==> src/rtl/assert_macros.svh <==
// Assertion macros used by the top-level core.
// No dependencies; defining ASSERT_OFF compiles the checks away.
`ifndef ASSERT_MACROS_SVH
`define ASSERT_MACROS_SVH
`ifndef ASSERT_OFF
`define ASSERT_PROP(lbl, clk, rst_n, prop, msg) \
	lbl: assert property (@(posedge clk) disable iff (!rst_n) prop) else $error(msg);
`define ASSERT_NEVER(lbl, clk, rst_n, expr, msg) \
	lbl: assert property (@(posedge clk) disable iff (!rst_n) !(expr)) else $error(msg);
`else
`define ASSERT_PROP(lbl, clk, rst_n, prop, msg)
`define ASSERT_NEVER(lbl, clk, rst_n, expr, msg)
`endif
`endif

==> src/rtl/rapq_pkg.sv <==
// Constants and types of the range-add point-query tree.
// Used by the interfaces, the controller, the datapath and the top level.
package rapq_pkg;

	localparam int MAX_ELEMENTS = 4096;
	localparam int TREE_NODES   = 4 * MAX_ELEMENTS;
	localparam int RESET_COUNT  = 4096;

	localparam int OP_W  = 2;
	localparam int POS_W = 13;
	localparam int VAL_W = 32;
	localparam int SUM_W = 64;
	localparam int ID_W  = $clog2(TREE_NODES);

	// one pending right sibling per tree level at most
	localparam int STK_DEPTH = 2 ** $clog2($clog2(MAX_ELEMENTS) + 1);
	localparam int SP_W      = $clog2(STK_DEPTH) + 1;

	localparam logic [POS_W-1:0] MAX_POS   = POS_W'(MAX_ELEMENTS);
	localparam logic [POS_W-1:0] RESET_POS = POS_W'(RESET_COUNT);

	typedef enum logic [OP_W-1:0] {
		OP_LOAD  = 2'd0,
		OP_ADD   = 2'd1,
		OP_QUERY = 2'd2
	} op_t;

	typedef enum logic [3:0] {
		RAM_IDLE,
		RAM_CLR,
		RAM_RD_NODE,
		RAM_RD_LEFT,
		RAM_RD_RIGHT,
		RAM_WR_ZERO,
		RAM_WR_LEFT,
		RAM_WR_RIGHT,
		RAM_WR_LEAF,
		RAM_WR_ADD
	} ram_op_t;

	typedef struct packed {
		logic             pend;
		logic [SUM_W-1:0] sum;
	} node_t;

	typedef struct packed {
		ram_op_t ram;
		logic    cap;
		logic    desc;
		logic    split;
		logic    pop;
		logic    hold;
		logic    acc;
		logic    emit;
	} cmd_t;

	typedef struct packed {
		op_t  op;
		logic load_ok;
		logic add_ok;
		logic query_ok;
		logic leaf;
		logic pend;
		logic disjoint;
		logic covered;
		logic stk_empty;
		logic stk_full;
		logic clr_done;
		logic out_free;
	} sts_t;

endpackage

==> src/rtl/rapq_ctrl.sv <==
// Controller: sequences the clearing pass, loads, range adds and point queries.
// Depends on rapq_pkg.
module rapq_ctrl (
	input  logic           clk,
	input  logic           arst_n,
	input  logic           item_valid,
	output logic           item_ready,
	input  rapq_pkg::sts_t sts,
	output rapq_pkg::cmd_t cmd
);

	typedef enum logic [3:0] {
		ST_CLEAR,
		ST_IDLE,
		ST_DISPATCH,
		ST_L_CHK,
		ST_L_PEND,
		ST_L_RDL,
		ST_L_WRL,
		ST_L_RDR,
		ST_L_WRR,
		ST_A_VISIT,
		ST_A_UPD,
		ST_Q_RD,
		ST_Q_ACC,
		ST_Q_OUT
	} state_t;

	state_t state_q;
	state_t state_d;

	assign item_ready = state_q == ST_IDLE;

	always_comb begin
		state_d = state_q;
		cmd     = '0;
		case (state_q)
			ST_CLEAR: begin
				if (sts.clr_done) begin
					state_d = ST_IDLE;
				end else begin
					cmd.ram = rapq_pkg::RAM_CLR;
				end
			end
			ST_IDLE: begin
				if (item_valid) begin
					cmd.cap = 1'b1;
					state_d = ST_DISPATCH;
				end
			end
			ST_DISPATCH: begin
				case (sts.op)
					rapq_pkg::OP_LOAD:  state_d = sts.load_ok ? ST_L_CHK : ST_IDLE;
					rapq_pkg::OP_ADD:   state_d = sts.add_ok ? ST_A_VISIT : ST_IDLE;
					rapq_pkg::OP_QUERY: state_d = sts.query_ok ? ST_Q_RD : ST_Q_OUT;
					default:            state_d = ST_IDLE;
				endcase
			end
			// load: push pending adds down the path, then overwrite the leaf
			ST_L_CHK: begin
				if (sts.leaf) begin
					cmd.ram = rapq_pkg::RAM_WR_LEAF;
					state_d = ST_IDLE;
				end else begin
					cmd.ram = rapq_pkg::RAM_RD_NODE;
					state_d = ST_L_PEND;
				end
			end
			ST_L_PEND: begin
				if (sts.pend) begin
					cmd.ram  = rapq_pkg::RAM_WR_ZERO;
					cmd.hold = 1'b1;
					state_d  = ST_L_RDL;
				end else begin
					cmd.desc = 1'b1;
					state_d  = ST_L_CHK;
				end
			end
			ST_L_RDL: begin
				cmd.ram = rapq_pkg::RAM_RD_LEFT;
				state_d = ST_L_WRL;
			end
			ST_L_WRL: begin
				cmd.ram = rapq_pkg::RAM_WR_LEFT;
				state_d = ST_L_RDR;
			end
			ST_L_RDR: begin
				cmd.ram = rapq_pkg::RAM_RD_RIGHT;
				state_d = ST_L_WRR;
			end
			ST_L_WRR: begin
				cmd.ram  = rapq_pkg::RAM_WR_RIGHT;
				cmd.desc = 1'b1;
				state_d  = ST_L_CHK;
			end
			// range add: depth-first walk, right siblings parked on the stack
			ST_A_VISIT: begin
				if (sts.disjoint) begin
					if (sts.stk_empty) begin
						state_d = ST_IDLE;
					end else begin
						cmd.pop = 1'b1;
					end
				end else if (sts.covered) begin
					cmd.ram = rapq_pkg::RAM_RD_NODE;
					state_d = ST_A_UPD;
				end else begin
					cmd.split = 1'b1;
				end
			end
			ST_A_UPD: begin
				cmd.ram = rapq_pkg::RAM_WR_ADD;
				if (sts.stk_empty) begin
					state_d = ST_IDLE;
				end else begin
					cmd.pop = 1'b1;
					state_d = ST_A_VISIT;
				end
			end
			ST_Q_RD: begin
				cmd.ram = rapq_pkg::RAM_RD_NODE;
				state_d = ST_Q_ACC;
			end
			ST_Q_ACC: begin
				cmd.acc = 1'b1;
				if (sts.leaf) begin
					state_d = ST_Q_OUT;
				end else begin
					cmd.desc = 1'b1;
					state_d  = ST_Q_RD;
				end
			end
			ST_Q_OUT: begin
				if (sts.out_free) begin
					cmd.emit = 1'b1;
					state_d  = ST_IDLE;
				end
			end
			default: begin
				state_d = ST_IDLE;
			end
		endcase
	end

	always_ff @(posedge clk or negedge arst_n) begin
		if (!arst_n) begin
			state_q <= ST_CLEAR;
		end else begin
			state_q <= state_d;
		end
	end

endmodule

==> config.mk <==
export PLATFORM = sky130hd
export DESIGN_NAME = rapq_ctrl
export DESIGN_NICKNAME = d
export VERILOG_FILES = /design/src/rtl/assert_macros.svh /design/src/rtl/rapq_pkg.sv /design/src/rtl/rapq_ctrl.sv
export SDC_FILE = /design/constraint.sdc
export NUM_CORES = 1
export LEC_CHECK = 0
export BUFFER_PORTS_ARGS = -buffer_cell sky130_fd_sc_hd__buf_4
export CAP_MARGIN = 5
export CELL_PAD_IN_SITES_DETAIL_PLACEMENT = 0
export CELL_PAD_IN_SITES_GLOBAL_PLACEMENT = 1
export CORE_UTILIZATION = 28
export DETAILED_ROUTE_END_ITERATION = 12
export PLACE_DENSITY_LB_ADDON = 0.1
export SYNTH_ARGS = -nofsm -noshare
export SYNTH_HDL_FRONTEND = slang
export SYNTH_SLANG_ARGS = --single-unit
==> constraint.sdc <==
create_clock -name clk -period 1.6 [get_ports clk]
set_clock_uncertainty 0.2 [all_clocks]
set_input_delay 0.32 -clock clk [delete_from_list [all_inputs] [get_ports clk]]
set_output_delay 0.32 -clock clk [all_outputs]
set_load 0.01 [all_outputs]
==> impl_metrics.env, run 1 <==
export IMPL_outcome="complete, but fails checks"
export IMPL_violations="setup timing"
export IMPL_p_int_mw=1.25
export IMPL_die_area_um2=2520
export IMPL_clk_path_buf_depth=2
export IMPL_clockRootBuffer="clkbuf_4"
export IMPL_cp_slowest_cell="dfrtp_1"
export IMPL_clock_sinks=4
export IMPL_drv_slew=0
export IMPL_placed_area_um2=1020
export IMPL_grt_max_degree=12
export IMPL_die_y_um=50.2
export IMPL_critPathCaptureType="flop"
export IMPL_fin_cells=185
export IMPL_max_freq_mhz=521
export IMPL_cpPeakStageDelay_ps=380
export IMPL_crit_arrival_ps=1830
export IMPL_grt_pass1_vias=889
export IMPL_seqPwrFrac_pct=9.9
export IMPL_syn_to_final_growth_pct=108
export IMPL_clk_pin_slew_worst_paths_ps=40
export IMPL_track_usage_pct=20.4
export IMPL_syn_nets=111
export IMPL_die_w_um=50.2
export IMPL_antenna_found_initial=0
export IMPL_drc=0
export IMPL_design_area_um2=1350
export IMPL_synth_distinct_cells=32
export IMPL_grt_setup_unrepaired="yes"
export IMPL_fin_crit_sh_pct=120
export IMPL_grt_pass1_wl_mm=3.93
export IMPL_syn_area_per_cell_um2=6.85
export IMPL_gp_congestion=0.834
export IMPL_dr_pass1_iters=4
export IMPL_worstPathMaxFanout=11
export IMPL_power_frac_comb_pct=84.3
export IMPL_grt_overflow=0
export IMPL_tritoncts="done"
export IMPL_final_nets=175
export IMPL_synth_warnings=0
export IMPL_ys_seq_area_share_pct=15.4
export IMPL_min_delay_path_class="in2async"
export IMPL_syn_area_um2=651
export IMPL_start_kind="flop"
export IMPL_crit_type="reg2reg"
export IMPL_syn_inst=95
export IMPL_cts_buffers=3
export IMPL_largest_registers="state_q x4"
export IMPL_hold_viol_final=0
export IMPL_post_place_ws_ps=-238
export IMPL_synthTopCellsByArea="dfrtp_1 15%, nor2b_1 8.7%, o21ai_0 6.9%, nor2_1 6.9%, a21oi_1 5.4%"
export IMPL_wl_mm=2.44
export IMPL_worst_pin_slew_ps=421
export IMPL_largest_register="state_q"
export IMPL_netSwitchingFraction_pct=43.9
export IMPL_max_slew_margin_rel_pct=71.2
export IMPL_io_buffers=26
export IMPL_num_antenna_cells=0
export IMPL_p_leak_nw=0.604
export IMPL_ys_seq_elements=4
export IMPL_crit_required_ps=1510
export IMPL_drive_above_1_share_pct=63.7
export IMPL_r2r_slack_ps=-320
export IMPL_final_common_cell="buf_4"
export IMPL_via_per_inst=5.25
export IMPL_p_per_area_nw_per_um2=1650
export IMPL_total_power_mw=2.23
export IMPL_vdd_drop_max_v=0.000821
export IMPL_wire_per_inst_um=13.2
export IMPL_ant_nets=0
export IMPL_drt_iter0_drc=16
export IMPL_h_tree_depth=1
export IMPL_dp_cells=163
export IMPL_cp_cell_sequence="buf_12 > buf_4 > nand3b_1 > a21oi_2 > or3_4 > o32a_1"
export IMPL_fillers=191
export IMPL_power_frac_clock_pct=5.8
export IMPL_p_sw_uw=981
export IMPL_worst_slack_ps=-320
export IMPL_yosys_area_top_type="dfrtp_1"
export IMPL_yosys_area_top_type_share_pct=15.4
export IMPL_largest_reg_flops=4
export IMPL_boundaryPins=28
export IMPL_rows=17
export IMPL_post_dp_hpwl_mm=1.56
export IMPL_vias=971
export IMPL_final_cell_mix="56 x buf_4, 8 x buf_6, 7 x nor2_1"
export IMPL_drv_cap=0
export IMPL_core_region_area_um2=2190
export IMPL_layout_min_cycle_time_ps=1920
export IMPL_start_util_pct=29.7
export IMPL_clock_latency_ps=240
export IMPL_setup_viol=16
export IMPL_final_util_pct=61.7
==> cells by family after synthesis <==
group / Yosys count / share of synthesized area (%)
compound gates: 25 / 24.4
buf+inv: 11 / 8.65
flops: 4 / 15.4
mux: 3 / 4.62
simple gates: 52 / 46.9
==> stage by stage <==
step | hold slack (ps) | setup TNS [ps]
floorplan | -176 | -83.8
global placement | -85.8 | -1510
detailed placement | -84.8 | -1700
CTS | 202 | -3550
global route | 193 | -4640
finish | 197 | -3670
==> cell type report <==
type	instances	area (µm²)	area share, %
repair buffers	67	546	40.3
flip-flops and latches	4	104	7.68
well taps	28	35.0	2.59
inverters	3	11.3	0.833
multi-input cells	80	634	46.9
clock buffers	3	22.5	1.67
==> power groups by stage <==
stage | Clock, mW | Combinational, mW | Sequential [mW]
CTS | 0.131 | 1.59 | 0.216
detailed placement | 0 | 1.30 | 0.214
floorplan | 0 | 0.863 | 0.183
global placement | 0 | 1.29 | 0.215
global route | 0.141 | 2.02 | 0.231
finish | 0.129 | 1.88 | 0.221
==> synth_stat cells, drive strengths merged <==
cell and number:
o21ai 9, a41oi 1, or3 2, nor4 2, a31oi 1, clkbuf 2, o32ai 1, nand3 2
nor3 5, nor2b 9, mux2i 3, nand2b 4, a21oi 7, and3 2, o32a 1, or4b 1
dfrtp 4, o211ai 2, o22ai 1, nor3b 3, inv 3, nor2 12, buf 6, nand2 6
nand3b 2, a2111oi 2, nand4b 1, or2 1
==> path summary, 6_finish.rpt <==
kind                             from         end  depth (start not counted)
setup / recovery           state_q[3]  state_q[3]                          6
hold / removal                 arst_n  state_q[0]                          2
setup reg to reg           state_q[3]  state_q[3]                          6
hold reg to reg            state_q[1]  state_q[2]                          3
max in group asynchronous      arst_n  state_q[1]                          2
min in group clk               sts[8]  state_q[2]                          3
==> worst max-delay path: cells and delay by family (launching register included) <==
family | cells | cell delay [ps]
buf+inv | 2 | 310
flops | 1 | 380
simple gates | 2 | 500
compound gates | 2 | 390
==> metal layers <==
metal | vias up | GRT usage (%) | share of wire, %
li1 | 469 | - | -
met1 | 464 | 25.6 | 43
met2 | 35 | 34.2 | 51
met3 | 3 | 3.03 | 4.4
met4 | 0 | 8.57 | 0.94
met5 | - | 0 | 0
==> repair_timing <==
action                                  in CTS  in global routing
hold buffers                                 1                  0
cloned                                       1                  0
gates resized for setup                     21                 22
endpoints found under the setup margin      16                 16
buffers inserted                            10                  7
endpoints found under the hold margin        4                  0
pin swaps                                    7                  6
(Power assumes the default switching activity.)
==> run 2, diff against run 1 <==
CAP_MARGIN = default   (was 5)
SETUP_SLACK_MARGIN = 0.5   (was default)
==> impl_metrics.env, run 2 (synthesis results as in run 1) <==
export IMPL_cts_buffers=3
export IMPL_fin_crit_sh_pct=117
export IMPL_max_slew_margin_rel_pct=76.3
export IMPL_grt_busiest_layer="met2"
export IMPL_largest_reg_flops=4
export IMPL_drv_cap=0
export IMPL_gp_congestion=0.895
export IMPL_met3_usage_pct=1.82
export IMPL_worstPathMaxFanout=7
export IMPL_clk_pin_slew_worst_paths_ps=40
export IMPL_max_freq_mhz=535
export IMPL_worst_slack_ps=-270
export IMPL_cp_slowest_cell="dfrtp_2"
export IMPL_grt_pass1_wl_mm=4.15
export IMPL_seq_area_um2=105
export IMPL_vdd_drop_max_v=0.000841
export IMPL_cpPeakStageDelay_ps=440
export IMPL_start_kind="flop"
export IMPL_syn_to_final_growth_pct=132
export IMPL_grt_max_degree=9
export IMPL_cp_cell_sequence="buf_8 > buf_6 > buf_6 > a21oi_4 > nor3_2 > buf_4"
export IMPL_hold_viol_final=0
export IMPL_p_per_area_nw_per_um2=1730
export IMPL_setup_tns_ps=-3260
export IMPL_critPathCaptureType="output port"
export IMPL_clockRootBuffer="clkbuf_4"
export IMPL_via_per_inst=4.95
export IMPL_io_buffers=26
export IMPL_wire_per_inst_um=12.7
export IMPL_dr_pass1_iters=4
export IMPL_final_nets=182
export IMPL_crit_type="reg2out"
export IMPL_drc=0
export IMPL_boundaryPins=28
export IMPL_antenna_found_initial=0
export IMPL_start_util_pct=29.7
export IMPL_p_leak_nw=0.662
export IMPL_final_common_cell="buf_4"
export IMPL_clock_sinks=4
export IMPL_grtUsageMet2_pct=39.8
export IMPL_vias=950
export IMPL_post_place_ws_ps=-235
export IMPL_outcome="complete, but fails checks"
export IMPL_die_y_um=50.2
export IMPL_clock_latency_ps=230
export IMPL_grt_pass1_vias=976
export IMPL_violations="setup timing"
export IMPL_worst_pin_slew_ps=346
export IMPL_crit_required_ps=1080
export IMPL_h_tree_depth=1
export IMPL_wl_mm=2.45
export IMPL_clk_path_buf_depth=2
export IMPL_drt_iter0_drc=10
export IMPL_ant_nets=0
export IMPL_crit_arrival_ps=1350
export IMPL_fillers=194
export IMPL_num_antenna_cells=0
export IMPL_drive_above_1_share_pct=68.3
export IMPL_grt_overflow=0
export IMPL_largest_registers="state_q x4"
export IMPL_multi_input_area_um2=674
export IMPL_die_w_um=50.2
export IMPL_track_usage_pct=21.6
export IMPL_cp_common_cell="buf_6"
export IMPL_final_util_pct=68.9
export IMPL_use_met1_pct=25.1
export IMPL_rows=17
export IMPL_final_cell_mix="49 x buf_4, 22 x buf_6, 5 x nor2_1, 5 x nand2_1, 5 x o21ai_0"
export IMPL_die_area_um2=2520
export IMPL_design_area_um2=1510
export IMPL_tritoncts="done"
export IMPL_grt_setup_unrepaired="yes"
export IMPL_core_region_area_um2=2190
export IMPL_min_delay_path_class="in2reg"
export IMPL_setup_viol=16
export IMPL_drv_slew=0
export IMPL_placed_area_um2=1170
export IMPL_layout_min_cycle_time_ps=1870
export IMPL_post_dp_hpwl_mm=1.70
export IMPL_largest_register="state_q"
[run 2: changes by cell type in the layout (fill, tap and decap cells not counted), moves of 2 or more]
cell    delta
or3_4      -2
buf_6     +14
nor3_2     -2
and3_4     +2
nor2_1     -2
and3_1     -2
nor3_1     +2
buf_4      -7
or3_1      +2
[run 2: cell type report]
| cell class | count | share of cell area, % |
|---|---|---|
| clock buffers | 3 | 1.49 |
| inverters | 3 | 0.746 |
| multi-input cells | 80 | 44.7 |
| flip-flops and latches | 4 | 6.97 |
| well taps | 28 | 2.32 |
| repair buffers | 74 | 43.8 |
[run 2: final timing paths]
check,start,endpoint,slack [ps],cells after the start
hold / removal,sts[8],state_q[2],220,3
setup / recovery,state_q[0],cmd[3],-270,6
max in group asynchronous,arst_n,state_q[1],850,2
hold reg to reg,state_q[0],state_q[2],560,3
setup reg to reg,state_q[0],state_q[3],-200,6
min in group asynchronous,arst_n,state_q[2],230,2
[run 2: layer usage]
metal,vias to the layer above,share of wire (%)
li1,483,-
met2,21,52
met5,-,0
met4,0,1.3
met3,4,2.4
met1,442,44
[run 2: power by group]
group          internal, mW  total, mW  switching [mW]  leakage, nW
combinational          1.29       2.25           0.954        0.604
clock                0.0836      0.121          0.0370       0.0138
sequential            0.157      0.236          0.0787       0.0449
total                  1.53       2.60            1.07        0.662
[run 2: worst max-delay path: cells and delay by family (launching register included)]
kind	cells	cell delay, ps
buffers and inverters	4	520
AO/OA/AOI/OAI	1	100
flip-flops	1	440
AND/OR/NAND/NOR	1	50
[run 2: what timing repair did]
| action | 4_1_cts | 5_1_grt |
|---|---|---|
| hold buffers | 1 | 0 |
| buffers inserted | 12 | 4 |
| hold endpoints to repair | 4 | 0 |
| pin swaps | 10 | 4 |
| endpoints found under the setup margin | 16 | 16 |
| gates resized for setup | 36 | 18 |
[run 2: per-stage QoR]
| stage | hold slack (ps) | std cells | power [mW] |
|---|---|---|---|
| 6_report | 224 | 192 | 2.60 |
| 4_1_cts | 220 | 188 | 2.41 |
| 3_3_place_gp | -85.9 | 172 | 1.81 |
| 5_1_grt | 223 | 192 | 2.78 |
| 3_5_place_dp | -84.8 | 172 | 1.82 |
| 2_1_floorplan | -176 | 95 | 1.20 |
==> run 3, diff against run 2 <==
CORE_MARGIN = 4   (was default)
CORE_UTILIZATION = 31   (was 28)
clock period = 2.15 ns   (was 1.6 ns; I/O delays follow)
==> impl_metrics.env, run 3 (synthesis results as in run 1) <==
export IMPL_final_nets=155
export IMPL_setup_viol=0
export IMPL_grt_max_degree=16
export IMPL_clk_pin_slew_worst_paths_ps=30
export IMPL_power_frac_comb_pct=81.8
export IMPL_p_per_area_nw_per_um2=1250
export IMPL_worst_pin_slew_ps=401
export IMPL_final_util_pct=60.7
export IMPL_core_region_area_um2=1980
export IMPL_drc=0
export IMPL_hold_viol_final=0
export IMPL_io_buffers=26
export IMPL_p_leak_nw=0.510
export IMPL_seqPwrFrac_pct=12.2
export IMPL_start_kind="flop"
export IMPL_vdd_drop_max_v=0.000581
export IMPL_cp_slowest_cell="dfrtp_2"
export IMPL_layout_min_cycle_time_ps=2000
export IMPL_num_antenna_cells=0
export IMPL_largest_register="state_q"
export IMPL_h_tree_depth=1
export IMPL_grt_pass1_wl_mm=3.62
export IMPL_cpPeakStageDelay_ps=430
export IMPL_wl_mm=2.24
export IMPL_clockRootBuffer="clkbuf_4"
export IMPL_die_y_um=53.8
export IMPL_fin_crit_sh_pct=93.0
export IMPL_hold_ws_ps=323
export IMPL_vias=855
export IMPL_r2r_slack_ps=220
export IMPL_crit_buf_inv=3
export IMPL_post_dp_hpwl_mm=1.51
export IMPL_multi_input_area_um2=622
export IMPL_outcome="complete, no violations"
export IMPL_final_common_cell="buf_4"
export IMPL_antenna_found_initial=0
export IMPL_worstPathMaxFanout=7
export IMPL_seq_area_um2=105
export IMPL_tritoncts="done"
export IMPL_crit_arrival_ps=1370
export IMPL_wire_per_inst_um=13.7
export IMPL_drt_iter0_drc=17
export IMPL_power_frac_clock_pct=6.0
export IMPL_clk_path_buf_depth=2
export IMPL_clock_latency_ps=230
export IMPL_p_sw_uw=673
export IMPL_fillers=190
export IMPL_largest_registers="state_q x4"
export IMPL_track_usage_pct=16.6
export IMPL_grt_setup_unrepaired="yes"
export IMPL_min_delay_path_class="in2reg"
export IMPL_largest_reg_flops=4
export IMPL_rows=16
export IMPL_grt_pass1_vias=798
export IMPL_p_int_uw=829
export IMPL_syn_to_final_growth_pct=85.0
export IMPL_boundaryPins=28
export IMPL_clock_sinks=4
export IMPL_cp_top_family="flip-flops"
export IMPL_final_cell_mix="33 x buf_4, 11 x buf_6, 7 x nor2_1, 7 x o21ai_0"
export IMPL_die_w_um=53.8
export IMPL_drive_above_1_share_pct=58.4
export IMPL_dr_pass1_iters=4
export IMPL_max_freq_mhz=500
export IMPL_netSwitchingFraction_pct=44.8
export IMPL_start_util_pct=32.8
export IMPL_post_place_ws_ps=289
export IMPL_drv_slew=0
export IMPL_gp_congestion=0.844
export IMPL_die_area_um2=2900
export IMPL_via_per_inst=5.21
export IMPL_drv_cap=0
export IMPL_setup_tns_ps=0
export IMPL_worst_slack_ps=150
export IMPL_crit_required_ps=1520
export IMPL_grt_overflow=0
export IMPL_cp_cell_sequence="buf_6 > buf_12 > nor2_4 > and3_1 > buf_4"
export IMPL_crit_type="reg2out"
export IMPL_critPathCaptureType="output port"
export IMPL_ant_nets=0
export IMPL_max_slew_margin_rel_pct=72.5
export IMPL_cts_buffers=3
run 3: cell count changes in the layout (fill, tap and decap cells not counted), moves of 3 or more:
cell    change
buf_4      -16
buf_6      -11
nor2_4      -3
nor3_2      +3
run 3: path summary, 6_finish.rpt:
kind,start,endpoint,cells past startpoint
max,state_q[0],cmd[2],5
min,sts[8],state_q[2],3
max reg2reg,state_q[3],state_q[3],6
min reg2reg,state_q[0],state_q[1],4
max in group asynchronous,arst_n,state_q[0],2
min in group asynchronous,arst_n,state_q[1],2
run 3: layout make-up:
type | count | area share [%]
timing repair buffer | 47 | 34.0
tap | 27 | 2.81
clock buffer | 3 | 1.87
inverter | 3 | 0.936
multi-input combinational | 80 | 51.7
sequential | 4 | 8.73
run 3: metrics by stage:
stage	cells	area, µm²	power [mW]
floorplan	95	723	0.818
finish	164	1200	1.50
global placement	148	930	1.03
CTS	158	1060	1.26
global route	164	1200	1.63
detailed placement	148	930	1.02
run 3: timing repair:
item	4_1_cts	5_1_grt
endpoints found under the setup margin	16	16
resized for setup	18	20
hold endpoints to repair	4	0
hold buffers	1	0
pin swaps	2	5
buffers inserted	6	5
gates cloned	0	1
run 3: power by group through the flow:
stage / clock network, mW / registers, mW / logic [mW]
after floorplan: 0 / 0.136 / 0.682
after global placement: 0 / 0.162 / 0.863
after detailed placement: 0 / 0.162 / 0.863
after CTS: 0.0928 / 0.174 / 0.991
after global routing: 0.104 / 0.191 / 1.34
final: 0.0900 / 0.184 / 1.23
run 3: layer usage:
metal | part of all wire (%) | GRT usage, % | up-vias
met3 | 5.7 | 1.94 | 4
met5 | 0 | 0 | -
met2 | 49 | 26.6 | 36
met1 | 44 | 23.1 | 388
li1 | - | - | 427
met4 | 1.2 | 5.11 | 0
run 3: worst reg2reg max path: stages, from the launching register on:
cell and delay (ps):
dfrtp_2 460, buf_4 160, buf_6 120, or3_1 380
a21oi_2 200, a2111oi_0 90, o32a_1 190
